[config.mk]
export PLATFORM = sky130hd
export DESIGN_NAME = voice_allocator_with_steal
export DESIGN_NICKNAME = d
export VERILOG_FILES = /design/src/hdl/vas_pkg.sv /design/src/hdl/vas_front.sv /design/src/hdl/vas_queue.sv /design/src/hdl/vas_back.sv /design/src/hdl/voice_allocator_with_steal.sv
export SDC_FILE = /design/constraint.sdc
export NUM_CORES = 2
export LEC_CHECK = 0
export ABC_CLOCK_PERIOD_IN_PS = 5900
export BUFFER_PORTS_ARGS = -buffer_cell sky130_fd_sc_hd__buf_2
export CAP_MARGIN = 25
export CORE_UTILIZATION = 60
export CTS_BUF_LIST = sky130_fd_sc_hd__clkbuf_16
export DETAILED_ROUTE_END_ITERATION = 8
export PLACE_DENSITY = 0.78
export SLEW_MARGIN = 20
export SYNTH_ARGS = -nofsm -noshare
export SYNTH_HDL_FRONTEND = slang
export SYNTH_SLANG_ARGS = --single-unit
export TNS_END_PERCENT = 10
[constraint.sdc]
create_clock -name clk -period 5.9 [get_ports clk]
set_input_delay 0.295 -clock clk [delete_from_list [all_inputs] [get_ports clk]]
set_output_delay 0.295 -clock clk [all_outputs]
set_load 0.01 [all_outputs]
[src/hdl/vas_pkg.sv]
package vas_pkg;

  localparam int MaxVoices = 64;
  localparam int DefVoices = 16;

  localparam logic [2:0] MODE_ALLOC  = 3'd0;
  localparam logic [2:0] MODE_PITCH  = 3'd1;
  localparam logic [2:0] MODE_VOLUME = 3'd2;
  localparam logic [2:0] MODE_PAN    = 3'd3;
  localparam logic [2:0] MODE_STOP   = 3'd4;
  localparam logic [2:0] MODE_QUERY  = 3'd5;

  localparam logic [4:0] FL_START = 5'b00001;
  localparam logic [4:0] FL_STOP  = 5'b00010;
  localparam logic [4:0] FL_PITCH = 5'b00100;
  localparam logic [4:0] FL_VOL   = 5'b01000;
  localparam logic [4:0] FL_PAN   = 5'b10000;

  localparam logic [31:0] NO_ID = 32'hFFFF_FFFF;

  typedef enum logic [1:0] {
    K_ALLOC  = 2'd0,
    K_EDIT   = 2'd1,
    K_QUERY  = 2'd2,
    K_REJECT = 2'd3
  } kind_t;

  typedef struct packed {
    kind_t       kind;
    logic [2:0]  mode;
    logic [5:0]  voice;
    logic [31:0] ticket;
    logic [31:0] instrument;
    logic [31:0] start_position;
    logic [31:0] wave_length;
    logic [31:0] loop_end;
    logic [7:0]  loop_count;
    logic [15:0] pitch;
    logic [7:0]  volume;
    logic [7:0]  pan;
    logic [7:0]  steal_priority;
  } cmd_t;

  typedef struct packed {
    logic valid;
    logic full;
  } q_stat_t;

endpackage

[src/hdl/vas_front.sv]
module vas_front #(
  parameter int VOICES = vas_pkg::DefVoices
) (
  input  logic          clk,
  input  logic          rst,
  input  logic          in_valid,
  output logic          in_stall,
  input  logic [2:0]    mode,
  input  logic [5:0]    voice,
  input  logic [31:0]   ticket,
  input  logic [31:0]   instrument,
  input  logic [31:0]   start_position,
  input  logic [31:0]   wave_length,
  input  logic [31:0]   loop_end,
  input  logic [7:0]    loop_count,
  input  logic [15:0]   pitch,
  input  logic [7:0]    volume,
  input  logic [7:0]    pan,
  input  logic [7:0]    steal_priority,
  output logic          push,
  output vas_pkg::cmd_t push_data,
  input  logic          q_full
);
  import vas_pkg::*;

  logic  held;
  cmd_t  cmd;
  kind_t kind;

  always_comb begin
    if (mode == MODE_ALLOC) begin
      kind = K_ALLOC;
    end else if (mode > MODE_QUERY || {1'b0, voice} >= 7'(VOICES)) begin
      kind = K_REJECT;
    end else if (mode == MODE_QUERY) begin
      kind = K_QUERY;
    end else begin
      kind = K_EDIT;
    end
  end

  assign push      = held && !q_full;
  assign in_stall  = held && q_full;
  assign push_data = cmd;

  always_ff @(posedge clk) begin
    if (rst) begin
      held <= 1'b0;
    end else if (in_valid && !in_stall) begin
      held <= 1'b1;
    end else if (push) begin
      held <= 1'b0;
    end
    if (in_valid && !in_stall) begin
      cmd <= '{kind: kind, mode: mode, voice: voice, ticket: ticket,
               instrument: instrument, start_position: start_position,
               wave_length: wave_length, loop_end: loop_end,
               loop_count: loop_count, pitch: pitch, volume: volume, pan: pan,
               steal_priority: steal_priority};
    end
  end

endmodule

[src/hdl/vas_queue.sv]
module vas_queue (
  input  logic             clk,
  input  logic             rst,
  input  logic             push,
  input  vas_pkg::cmd_t    push_data,
  input  logic             pop,
  output vas_pkg::cmd_t    head,
  output vas_pkg::q_stat_t stat
);
  import vas_pkg::*;

  cmd_t       slot [2];
  logic       wr_ptr;
  logic       rd_ptr;
  logic [1:0] count;

  assign head       = slot[rd_ptr];
  assign stat.valid = count != 2'd0;
  assign stat.full  = count == 2'd2;

  always_ff @(posedge clk) begin
    if (rst) begin
      wr_ptr <= 1'b0;
      rd_ptr <= 1'b0;
      count  <= 2'd0;
    end else begin
      if (push) begin
        wr_ptr <= !wr_ptr;
      end
      if (pop) begin
        rd_ptr <= !rd_ptr;
      end
      count <= count + 2'(push) - 2'(pop);
    end
    if (push) begin
      slot[wr_ptr] <= push_data;
    end
  end

endmodule

[src/hdl/vas_back.sv]
module vas_back #(
  parameter int VOICES = vas_pkg::DefVoices
) (
  input  logic             clk,
  input  logic             rst,
  input  vas_pkg::cmd_t    head,
  input  vas_pkg::q_stat_t q_stat,
  output logic             pop,
  output logic             out_valid,
  input  logic             out_stall,
  output logic             ok,
  output logic [5:0]       voice_index,
  output logic [31:0]      voice_id,
  output logic             active,
  output logic [31:0]      position,
  output logic [4:0]       pending_flags,
  output logic [6:0]       free_voices
);
  import vas_pkg::*;

  localparam int VIW = (VOICES > 1) ? $clog2(VOICES) : 1;
  localparam logic [6:0] NV = 7'(VOICES);

  typedef enum logic [3:0] {
    S_IDLE = 4'b0001,
    S_WAIT = 4'b0010,
    S_SCAN = 4'b0100,
    S_EXEC = 4'b1000
  } state_t;

  state_t state;
  cmd_t   c;

  logic [5:0]     fs_mem  [VOICES];
  logic [31:0]    id_mem  [VOICES];
  logic [31:0]    pos_mem [VOICES];
  logic [111:0]   par_mem [VOICES];
  logic [15:0]    pit_mem [VOICES];
  logic [7:0]     vol_mem [VOICES];
  logic [7:0]     pan_mem [VOICES];
  logic [VOICES-1:0] fs_vld;
  logic [VOICES-1:0] act;
  logic [4:0]     flags [VOICES];

  logic [6:0]     used;
  logic [31:0]    id_ctr;
  logic [VIW-1:0] rd_addr;
  logic [VIW-1:0] rd_tag;
  logic           rd_live;
  logic [31:0]    id_rd;
  logic [31:0]    pos_rd;
  logic [VIW-1:0] fs_rd;
  logic [31:0]    best;
  logic [VIW-1:0] best_idx;

  logic [VIW-1:0] ua;
  logic [VIW-1:0] v;
  logic [VIW-1:0] sel;
  logic           alloc_free;
  logic           alloc_steal;
  logic           match;
  logic [6:0]     used_next;
  logic [31:0]    id_next;

  logic           ok_next;
  logic [5:0]     voice_index_next;
  logic [31:0]    voice_id_next;
  logic           active_next;
  logic [31:0]    position_next;
  logic [4:0]     pending_flags_next;

  assign ua          = used[VIW-1:0];
  assign v           = c.voice[VIW-1:0];
  assign alloc_free  = used < NV;
  assign alloc_steal = !alloc_free && c.steal_priority != 8'd0;
  assign sel         = alloc_free ? fs_rd : best_idx;
  assign match       = act[v] && id_rd == c.ticket;
  assign id_next     = id_ctr + 32'd1;
  assign pop         = state == S_IDLE && q_stat.valid && !out_valid;

  always_comb begin
    used_next = used;
    if (c.kind == K_ALLOC && alloc_free) begin
      used_next = used + 7'd1;
    end else if (c.kind == K_EDIT && match && c.mode == MODE_STOP && used != 7'd0) begin
      used_next = used - 7'd1;
    end
  end

  always_comb begin
    ok_next            = 1'b0;
    voice_index_next   = c.voice;
    voice_id_next      = 32'd0;
    active_next        = act[v];
    position_next      = pos_rd;
    pending_flags_next = flags[v];
    unique case (c.kind)
      K_ALLOC: begin
        if (alloc_free || alloc_steal) begin
          ok_next            = 1'b1;
          voice_index_next   = 6'(sel);
          voice_id_next      = id_next;
          active_next        = 1'b1;
          position_next      = c.start_position;
          pending_flags_next = alloc_steal ? (FL_START | FL_STOP) : FL_START;
        end else begin
          voice_index_next   = 6'd0;
          active_next        = 1'b0;
          position_next      = 32'd0;
          pending_flags_next = 5'd0;
        end
      end
      K_REJECT: begin
        active_next        = 1'b0;
        position_next      = 32'd0;
        pending_flags_next = 5'd0;
      end
      K_QUERY: begin
        ok_next       = 1'b1;
        voice_id_next = id_rd;
      end
      K_EDIT: begin
        if (match) begin
          ok_next = 1'b1;
          unique case (c.mode)
            MODE_PITCH:  pending_flags_next = flags[v] | FL_PITCH;
            MODE_VOLUME: pending_flags_next = flags[v] | FL_VOL;
            MODE_PAN:    pending_flags_next = flags[v] | FL_PAN;
            default: begin
              pending_flags_next = FL_STOP;
              active_next        = 1'b0;
            end
          endcase
        end
      end
      default: ok_next = 1'b0;
    endcase
  end

  always_ff @(posedge clk) begin
    id_rd  <= id_mem[rd_addr];
    pos_rd <= pos_mem[rd_addr];
    fs_rd  <= fs_vld[ua] ? fs_mem[ua][VIW-1:0] : ua;
    rd_tag <= rd_addr;
    if (state == S_EXEC) begin
      if (c.kind == K_ALLOC && (alloc_free || alloc_steal)) begin
        id_mem[sel]  <= id_next;
        pos_mem[sel] <= c.start_position;
        par_mem[sel] <= {c.instrument, c.wave_length, c.loop_end, c.loop_count,
                         c.steal_priority};
        pit_mem[sel] <= c.pitch;
        vol_mem[sel] <= c.volume;
        pan_mem[sel] <= c.pan;
      end else if (c.kind == K_EDIT && match) begin
        if (c.mode == MODE_PITCH) begin
          pit_mem[v] <= c.pitch;
        end
        if (c.mode == MODE_VOLUME) begin
          vol_mem[v] <= c.volume;
        end
        if (c.mode == MODE_PAN) begin
          pan_mem[v] <= c.pan;
        end
        if (c.mode == MODE_STOP && used != 7'd0) begin
          fs_mem[used_next[VIW-1:0]] <= c.voice;
        end
      end
    end
    if (pop) begin
      c <= head;
    end
    if (state == S_EXEC) begin
      ok            <= ok_next;
      voice_index   <= voice_index_next;
      voice_id      <= voice_id_next;
      active        <= active_next;
      position      <= position_next;
      pending_flags <= pending_flags_next;
      free_voices   <= NV - used_next;
    end
    if (rst) begin
      state     <= S_IDLE;
      out_valid <= 1'b0;
      used      <= 7'd0;
      id_ctr    <= 32'd0;
      fs_vld    <= '0;
      act       <= '0;
      rd_addr   <= '0;
      rd_live   <= 1'b0;
      best      <= NO_ID;
      best_idx  <= '0;
      for (int i = 0; i < VOICES; i++) begin
        flags[i] <= 5'd0;
      end
    end else begin
      rd_live <= state == S_SCAN;
      if (out_valid && !out_stall) begin
        out_valid <= 1'b0;
      end
      unique case (state)
        S_IDLE: begin
          if (pop) begin
            best     <= NO_ID;
            best_idx <= '0;
            if (head.kind == K_ALLOC && !alloc_free && head.steal_priority != 8'd0) begin
              rd_addr <= '0;
              state   <= S_SCAN;
            end else begin
              rd_addr <= head.voice[VIW-1:0];
              state   <= S_WAIT;
            end
          end
        end
        S_WAIT: state <= S_EXEC;
        S_SCAN: begin
          if (rd_addr != VIW'(VOICES - 1)) begin
            rd_addr <= rd_addr + VIW'(1);
          end
          if (rd_live && act[rd_tag] && id_rd < best) begin
            best     <= id_rd;
            best_idx <= rd_tag;
          end
          if (rd_live && rd_tag == VIW'(VOICES - 1)) begin
            state <= S_EXEC;
          end
        end
        S_EXEC: begin
          state     <= S_IDLE;
          out_valid <= 1'b1;
          used      <= used_next;
          if (c.kind == K_ALLOC && (alloc_free || alloc_steal)) begin
            id_ctr     <= id_next;
            act[sel]   <= 1'b1;
            flags[sel] <= alloc_steal ? (FL_START | FL_STOP) : FL_START;
          end else if (c.kind == K_EDIT && match) begin
            unique case (c.mode)
              MODE_PITCH:  flags[v] <= flags[v] | FL_PITCH;
              MODE_VOLUME: flags[v] <= flags[v] | FL_VOL;
              MODE_PAN:    flags[v] <= flags[v] | FL_PAN;
              default: begin
                flags[v] <= FL_STOP;
                act[v]   <= 1'b0;
                if (used != 7'd0) begin
                  fs_vld[used_next[VIW-1:0]] <= 1'b1;
                end
              end
            endcase
          end
        end
        default: state <= S_IDLE;
      endcase
    end
  end

endmodule

[src/hdl/voice_allocator_with_steal.sv]
// Voice pool manager: allocate (free-stack pop, or steal of the active voice with the
// smallest id when full and stealing is allowed), pitch/volume/pan update and stop by
// ticket, and query. One result per command. A command passes through the back end as
// queue pop, memory read, execute and result register, and an allocate that steals
// first runs an id scan that reads one voice a cycle from the id memory.
// The front register and a two-entry queue accept further commands meanwhile.
module voice_allocator_with_steal #(
  parameter int VOICES = vas_pkg::DefVoices
) (
  input  logic        clk,
  input  logic        rst,
  input  logic        in_valid,
  output logic        in_stall,
  input  logic [2:0]  mode,
  input  logic [5:0]  voice,
  input  logic [31:0] ticket,
  input  logic [31:0] instrument,
  input  logic [31:0] start_position,
  input  logic [31:0] wave_length,
  input  logic [31:0] loop_end,
  input  logic [7:0]  loop_count,
  input  logic [15:0] pitch,
  input  logic [7:0]  volume,
  input  logic [7:0]  pan,
  input  logic [7:0]  steal_priority,
  output logic        out_valid,
  input  logic        out_stall,
  output logic        ok,
  output logic [5:0]  voice_index,
  output logic [31:0] voice_id,
  output logic        active,
  output logic [31:0] position,
  output logic [4:0]  pending_flags,
  output logic [6:0]  free_voices
);
  import vas_pkg::*;

  logic    push;
  logic    pop;
  cmd_t    push_data;
  cmd_t    head;
  q_stat_t q_stat;

  vas_front #(.VOICES(VOICES)) u_front (
    .clk, .rst, .in_valid, .in_stall, .mode, .voice, .ticket, .instrument,
    .start_position, .wave_length, .loop_end, .loop_count, .pitch, .volume,
    .pan, .steal_priority, .push, .push_data, .q_full(q_stat.full)
  );

  vas_queue u_queue (
    .clk, .rst, .push, .push_data, .pop, .head, .stat(q_stat)
  );

  vas_back #(.VOICES(VOICES)) u_back (
    .clk, .rst, .head, .q_stat, .pop, .out_valid, .out_stall, .ok, .voice_index,
    .voice_id, .active, .position, .pending_flags, .free_voices
  );

  a_free_range: assert property (@(posedge clk) disable iff (rst)
    out_valid |-> free_voices <= 7'(VOICES))
    else $error("free count above pool size");

  a_push_lands: assert property (@(posedge clk) disable iff (rst)
    push |=> q_stat.valid)
    else $error("queued command lost");

  a_fail_no_id: assert property (@(posedge clk) disable iff (rst)
    out_valid && !ok |-> voice_id == 32'd0)
    else $error("failed command reports an id");

  a_pop_free: assert property (@(posedge clk) disable iff (rst)
    pop |-> q_stat.valid && !out_valid)
    else $error("pop without room for result");

endmodule

# Yosys cells after proc, flatten, opt, wreduce, memory -nomap -nowiden
# Memory sizes are Yosys's and may differ from the RTL's. A register that Yosys moved wholly into a read port is not among the register bits.
# Index checks and enable logic that the tools add are counted.
# word_totals
ff_bits	516
ram_bits	1638
input_bits	221
output_inout_bits	86
word_cells	255
n_memories	5
# memory_table
memory	depth	width	read_ports	rd_clocked_by_memory_dff	write_ports	line	text
u_back.id_mem	16	32	1	1	1	vas_back.sv:35	logic [31:0] id_mem [VOICES];
u_back.pos_mem	16	32	1	1	1	vas_back.sv:36	logic [31:0] pos_mem [VOICES];
u_queue.slot	2	219	1	1	1	vas_queue.sv:12	cmd_t slot [2];
u_back.fs_mem	16	6	1	1	1	vas_back.sv:34	logic [5:0] fs_mem [VOICES];
u_back.flags	16	5	1	1	16	vas_back.sv:43	logic [4:0] flags [VOICES];
# op_classes
add_sub_neg	7
magnitude_cmp	12
eq_ne	21
muxes	108
n_bitwise	9
reduce_logical	51
# op_table
cell	count
$pmux W32 S2	3
$mux W32	4
$mux W4	15
$mux W1	56
$mux W16	3
$mux W5	7
$add A32 B1 Y32 const B	1
$eq A32 B32 Y1	1
$lt A32 B32 Y1	1
$or A16 B16 Y16	2
$pmux W5 S3	2
$lt A4 B5 Y1 const B	5
$logic_and A1 B1 Y1	22
$and A16 B16 Y16	1
$not A16 Y16	1
$pmux W4 S2	2
$reduce_bool A8 Y1	2
$mux W7	2
$bmux W1 S4	3
$demux W1 S4	3
$ge A4 B1 Y1 const B	3
$pmux W4 S3	1
$reduce_bool A2 Y1	5
$reduce_or A5 Y1	2
36 further kinds	61

# Logic depth before layout (Yosys ltp)
# depth
word_depth	14
ltp_mapped	14
mapped_depth_nobuf	12

# Modules after synthesis
# A second synthesis with hierarchy kept.
# unflattened
cells_unflattened	4047
area_unflattened_um2	82261.4
# modules_own_cells
module	n_inst	cells_per_inst	area_per_inst_um2	seq_area_each_um2
vas_back	1	3114	59432.0	44032.2
vas_queue	1	702	16160.5	13252.7
vas_front	1	231	6668.9	6596.3

# Worst setup path before layout
# Ideal clock, no wire load.
# synth_timing
kind	register to register
startpoint	register u_queue.count[0]
endpoint	register u_front.cmd (netlist bit u_front.push_data[0]) (enable)
setup_ns	0.534
arrival_time_ns	4.262
required_ns	5.366
path_slack_ns	1.104
stages_incl_launch_ff	4
n_path_buf	0
period_less_slack_ns	4.796
path_cell_list	dfxtp_1 inv_1 and3_1 nor2b_1
# synth_between
elab_chain_len	4
# synth_rtl
element	line	text
start, declared	vas_queue.sv:15	logic [1:0] count;
start signal, assigned	vas_queue.sv:33	count <= count + 2'(push) - 2'(pop);
$eq A2 B2 Y1	vas_queue.sv:19	assign stat.full = count == 2'd2;
$logic_and A1 B1 Y1	vas_front.sv:43	assign in_stall = held && q_full;
via in_stall	voice_allocator_with_steal.sv:13	output logic in_stall,
$logic_not A1 Y1	vas_front.sv:54	if (in_valid && !in_stall) begin
$logic_and A1 B1 Y1	vas_front.sv:54	
end signal, assigned	vas_front.sv:55	cmd <= '{kind: kind, mode: mode, voice: voice, ticket: ticket,
end, declared	vas_front.sv:27	cmd_t cmd;
# The timed path passes the listed nets, and every way through them passes these cells.
# A chain may end at the register's enable or synchronous reset.

# Worst setup path in the final report
# layout_timing
startpoint	register u_back.state[0]
endpoint	memory u_back.id_mem[0][8] (enable)
# layout_between
elab_chain_len	3
# layout_rtl
element	line	text
start, declared	vas_back.sv:31	state_t state;
start signal, assigned	vas_back.sv:182	state <= S_IDLE;
start signal, assigned	vas_back.sv:207	state <= S_SCAN;
start signal, assigned	vas_back.sv:210	state <= S_WAIT;
$eq A4 B4 Y1	vas_back.sv:145	if (state == S_EXEC) begin
$mux W1	vas_back.sv:145	
$mux W1 (not written as such)	vas_back.sv:147	id_mem[sel] <= id_next;
end, declared	vas_back.sv:35	
# Every way passes these cells.

==> impl_metrics.json <==
{
  "ios": 307,
  "dp.cells": 5070,
  "crit_required_ns": 6.31,
  "synthCells": 3500,
  "antenna_found_initial": 2,
  "drc": 0,
  "power_density_mw_per_mm2": 410,
  "htreeDepth": 4,
  "synth-seq-cells": 1787,
  "die_h_um": 339,
  "clock_path_buffers": 3,
  "wire_per_inst_um": 27.8,
  "synth-edff-count": 1584,
  "syn2layout_area_growth_pct": 13.5,
  "rsz0062_at_grt": "false",
  "grt_pass1_vias": 35000,
  "ys_seq_area_share_pct": 75.6,
  "synth_cell_type_count": 74,
  "ys_warn_count": 0,
  "fin_nets": 4099,
  "drt_iter0_drc": 3804,
  "grt_pass1_wl_mm": 225,
  "post-synth-top-count-cell": "edfxtp_1",
  "avgViaCountPerCell": 6.31,
  "synth_area_leaders": "edfxtp_1 (70%), mux4_2 (12%), dfxtp_1 (5.9%)",
  "drive_gt1_share_pct": 26.2,
  "fin_crit_sh_pct": 70.6,
  "core_mm2": 0.113,
  "slowest_stage": "or4b_1",
  "clkSinkCount": 1787,
  "crit_path_max_fanout": 31,
  "clkSlewWorstSetupHoldPaths_ns": 0.07,
  "die-area_mm2": 0.115,
  "seq_power_share_pct": 50.9,
  "cp-end-kind": "register",
  "p_leak_nw": 25.8,
  "cp_cell_sequence": "or4b_1, inv_4, nand2_1, nor2_1, nand2_1, clkinv_2, buf_4",
  "std_cell_rows": 123,
  "cp-start-kind": "register",
  "firstDrtPassIters": 6,
  "cts_made_buffers": 169,
  "cts.repair.resized": 0,
  "max_freq_ghz": 0.240,
  "syn-mean-instance-area_um2": 19.5,
  "drv_cap": 0,
  "worstPathArrival_ns": 4.58,
  "setup_tns_ns": 0,
  "yosysTopAreaCellShare_pct": 69.6,
  "place_congestion": 0.837,
  "routed_wl_mm": 153,
  "slew_viol_final": 0,
  "tightest_slew_ns": 1.05,
  "clockPowerShare_pct": 32.7,
  "critical_path.max_stage_delay_ns": 0.85,
  "start_util_pct": 60.7,
  "skew_ns": 0.0303,
  "hold_viol": 0,
  "hold_buffers": 83,
  "crit_top_cell": "nand2_1",
  "crit_family": "simple AND/OR/NAND/NOR gates",
  "combPwrFrac_pct": 16.4,
  "fin_util_pct": 68.9,
  "gr-usage-all-layers_pct": 26.6,
  "finalNonFillerCells": 5478,
  "slew_headroom_pct": 29.8,
  "yosysTopAreaCell": "edfxtp_1",
  "via_count": 34600,
  "grt_max_degree": 109,
  "post_cts_buffers": 0,
  "ir_worst_vdd_mv": 0.512,
  "clock_latency_ns": 0.77,
  "place_ws_ns": 1.67,
  "syn_nets": 3767,
  "synth_ff_type": "edfxtp_1",
  "setup_ws_ns": 1.73,
  "cp.buffers_inverters": 3,
  "min_period_ns": 4.17,
  "cts_root_buf": "clkbuf_16",
  "synth_common_cells": "edfxtp_1 (1,584), mux4_2 (378), dfxtp_1 (203), nor2_1 (194), nand2_1 (170)",
  "die_w_um": 339,
  "power_switching_w": 0.00846,
  "overflow": 0,
  "hp-class": "in2reg",
  "outcome": "complete, no violations",
  "worst-setup-path-type": "reg2reg",
  "switching_share_pct": 26.6,
  "cts_tree": "done",
  "netlist_area_mm2": 0.0683,
  "setup_viol": 0,
  "postRouteAntennaNets": 0,
  "fillers": 6771,
  "intPower_w": 0.0234,
  "numPortBuffers": 170,
  "dp_hpwl_mm": 81.8,
  "async_flop_share_pct": 0
}
-- cell families (layout without fill, tap and decap cells) --
| group | count (synthesis) | in the layout | synth area share (%) |
|---|---|---|---|
| AOI/OAI and AO/OA | 298 | 298 | 3.06 |
| DFF | 1787 | 1787 | 75.6 |
| muxes | 470 | 470 | 14.0 |
| and+or+nand+nor | 558 | 558 | 3.89 |
| other | 0 | 1 | 0 |
| adders and majority gates | 46 | 46 | 0.842 |
| buffers and inverters | 242 | 719 | 1.43 |
| xor gates and xnor gates | 99 | 99 | 1.27 |
-- registers in the layout, summed over array words and instances (netlist names), 16 cells and up, named ones only --
| name | flops |
|---|---|
| u_back.id_ctr | 32 |
| u_front.push_data | 83 |
| u_back.position | 32 |
| u_back.fs_mem | 64 |
| u_back.voice_id | 32 |
| u_back.c | 83 |
| u_back.act | 16 |
| u_back.pos_rd | 32 |
| u_back.id_rd | 32 |
| u_back.id_mem | 512 |
| u_back.best | 32 |
| u_queue.slot | 166 |
| u_back.flags | 80 |
| u_back.fs_vld | 16 |
| u_back.pos_mem | 512 |
-- power by group through the flow --
stage | clock network [W] | logic (W) | registers [W]
after floorplan | 0 | 0.00394 | 0.0158
after global routing | 0.0110 | 0.00554 | 0.0163
after CTS | 0.0105 | 0.00520 | 0.0162
after detailed placement | 0 | 0.00505 | 0.0165
final | 0.0104 | 0.00522 | 0.0162
after global placement | 0 | 0.00499 | 0.0164
-- stage by stage --
step / hold WS (ns) / instance area [um2] / total power [W]
after floorplan: 0.329 / 68300 / 0.0197
after global routing: 0.0892 / 77600 / 0.0328
final: 0.0936 / 77600 / 0.0318
after CTS: 0.0513 / 77400 / 0.0319
after detailed placement: 0.430 / 71200 / 0.0215
after global placement: 0.422 / 71100 / 0.0214
-- placed cells by master, fill, tap and decap left out, types with 12 or more instances in the layout --
cell,n
nand3_1,16
or3_1,12
a21oi_1,69
nand2b_1,23
nor3_1,26
a21o_1,12
dlygate4sd3_1,83
o21ai_0,78
ha_1,44
buf_2,170
a22o_1,31
nand2_1,170
mux2_2,84
inv_1,97
buf_12,21
edfxtp_1,1584
xor2_1,36
dfxtp_1,198
and3_1,36
o22a_1,33
a31oi_1,13
nand4_1,27
clkinv_1,40
buf_4,46
mux4_2,378
clkbuf_16,176
clkinv_2,51
xnor2_1,47
nor2_1,193
-- layout make-up --
| type | instances | area [um2] | share of cell area (%) |
|---|---|---|---|
| Clock inverter | 140 | 930 | 1.20 |
| Multi-Input combinational cell | 1471 | 15900 | 20.5 |
| Timing Repair Buffer | 326 | 2520 | 3.25 |
| Clock buffer | 176 | 4400 | 5.68 |
| Tap cell | 1500 | 1880 | 2.42 |
| Sequential cell | 1787 | 51600 | 66.6 |
| Inverter | 77 | 312 | 0.402 |
| Antenna cell | 1 | 2.50 | 0.00323 |
-- worst paths after layout --
kind         cells past startpoint                              to                              from  slack, ns
max reg2reg                      7   u_back.id_mem[0][8]$_DFFE_PP_      u_back.state[0]$_SDFFE_PP1P_       1.73
min                              2     u_back.used[4]$_SDFFE_PP0P_                               rst       0.09
max                              7   u_back.id_mem[0][8]$_DFFE_PP_      u_back.state[0]$_SDFFE_PP1P_       1.73
min reg2reg                      0  u_queue.slot[1][196]$_DFFE_PP_  u_front.push_data[196]$_DFFE_PP_       0.43
-- routing by layer --
layer / global-route usage (%) / up-vias / share of wire (%)
li1: - / 14600 / -
met1: 35.6 / 17900 / 38
met2: 44.6 / 1746 / 50
met3: 4.81 / 315 / 8.1
met4: 9.07 / 0 / 3.3
met5: 0 / - / 0
No activity file was read; power rests on OpenSTA's default activity.
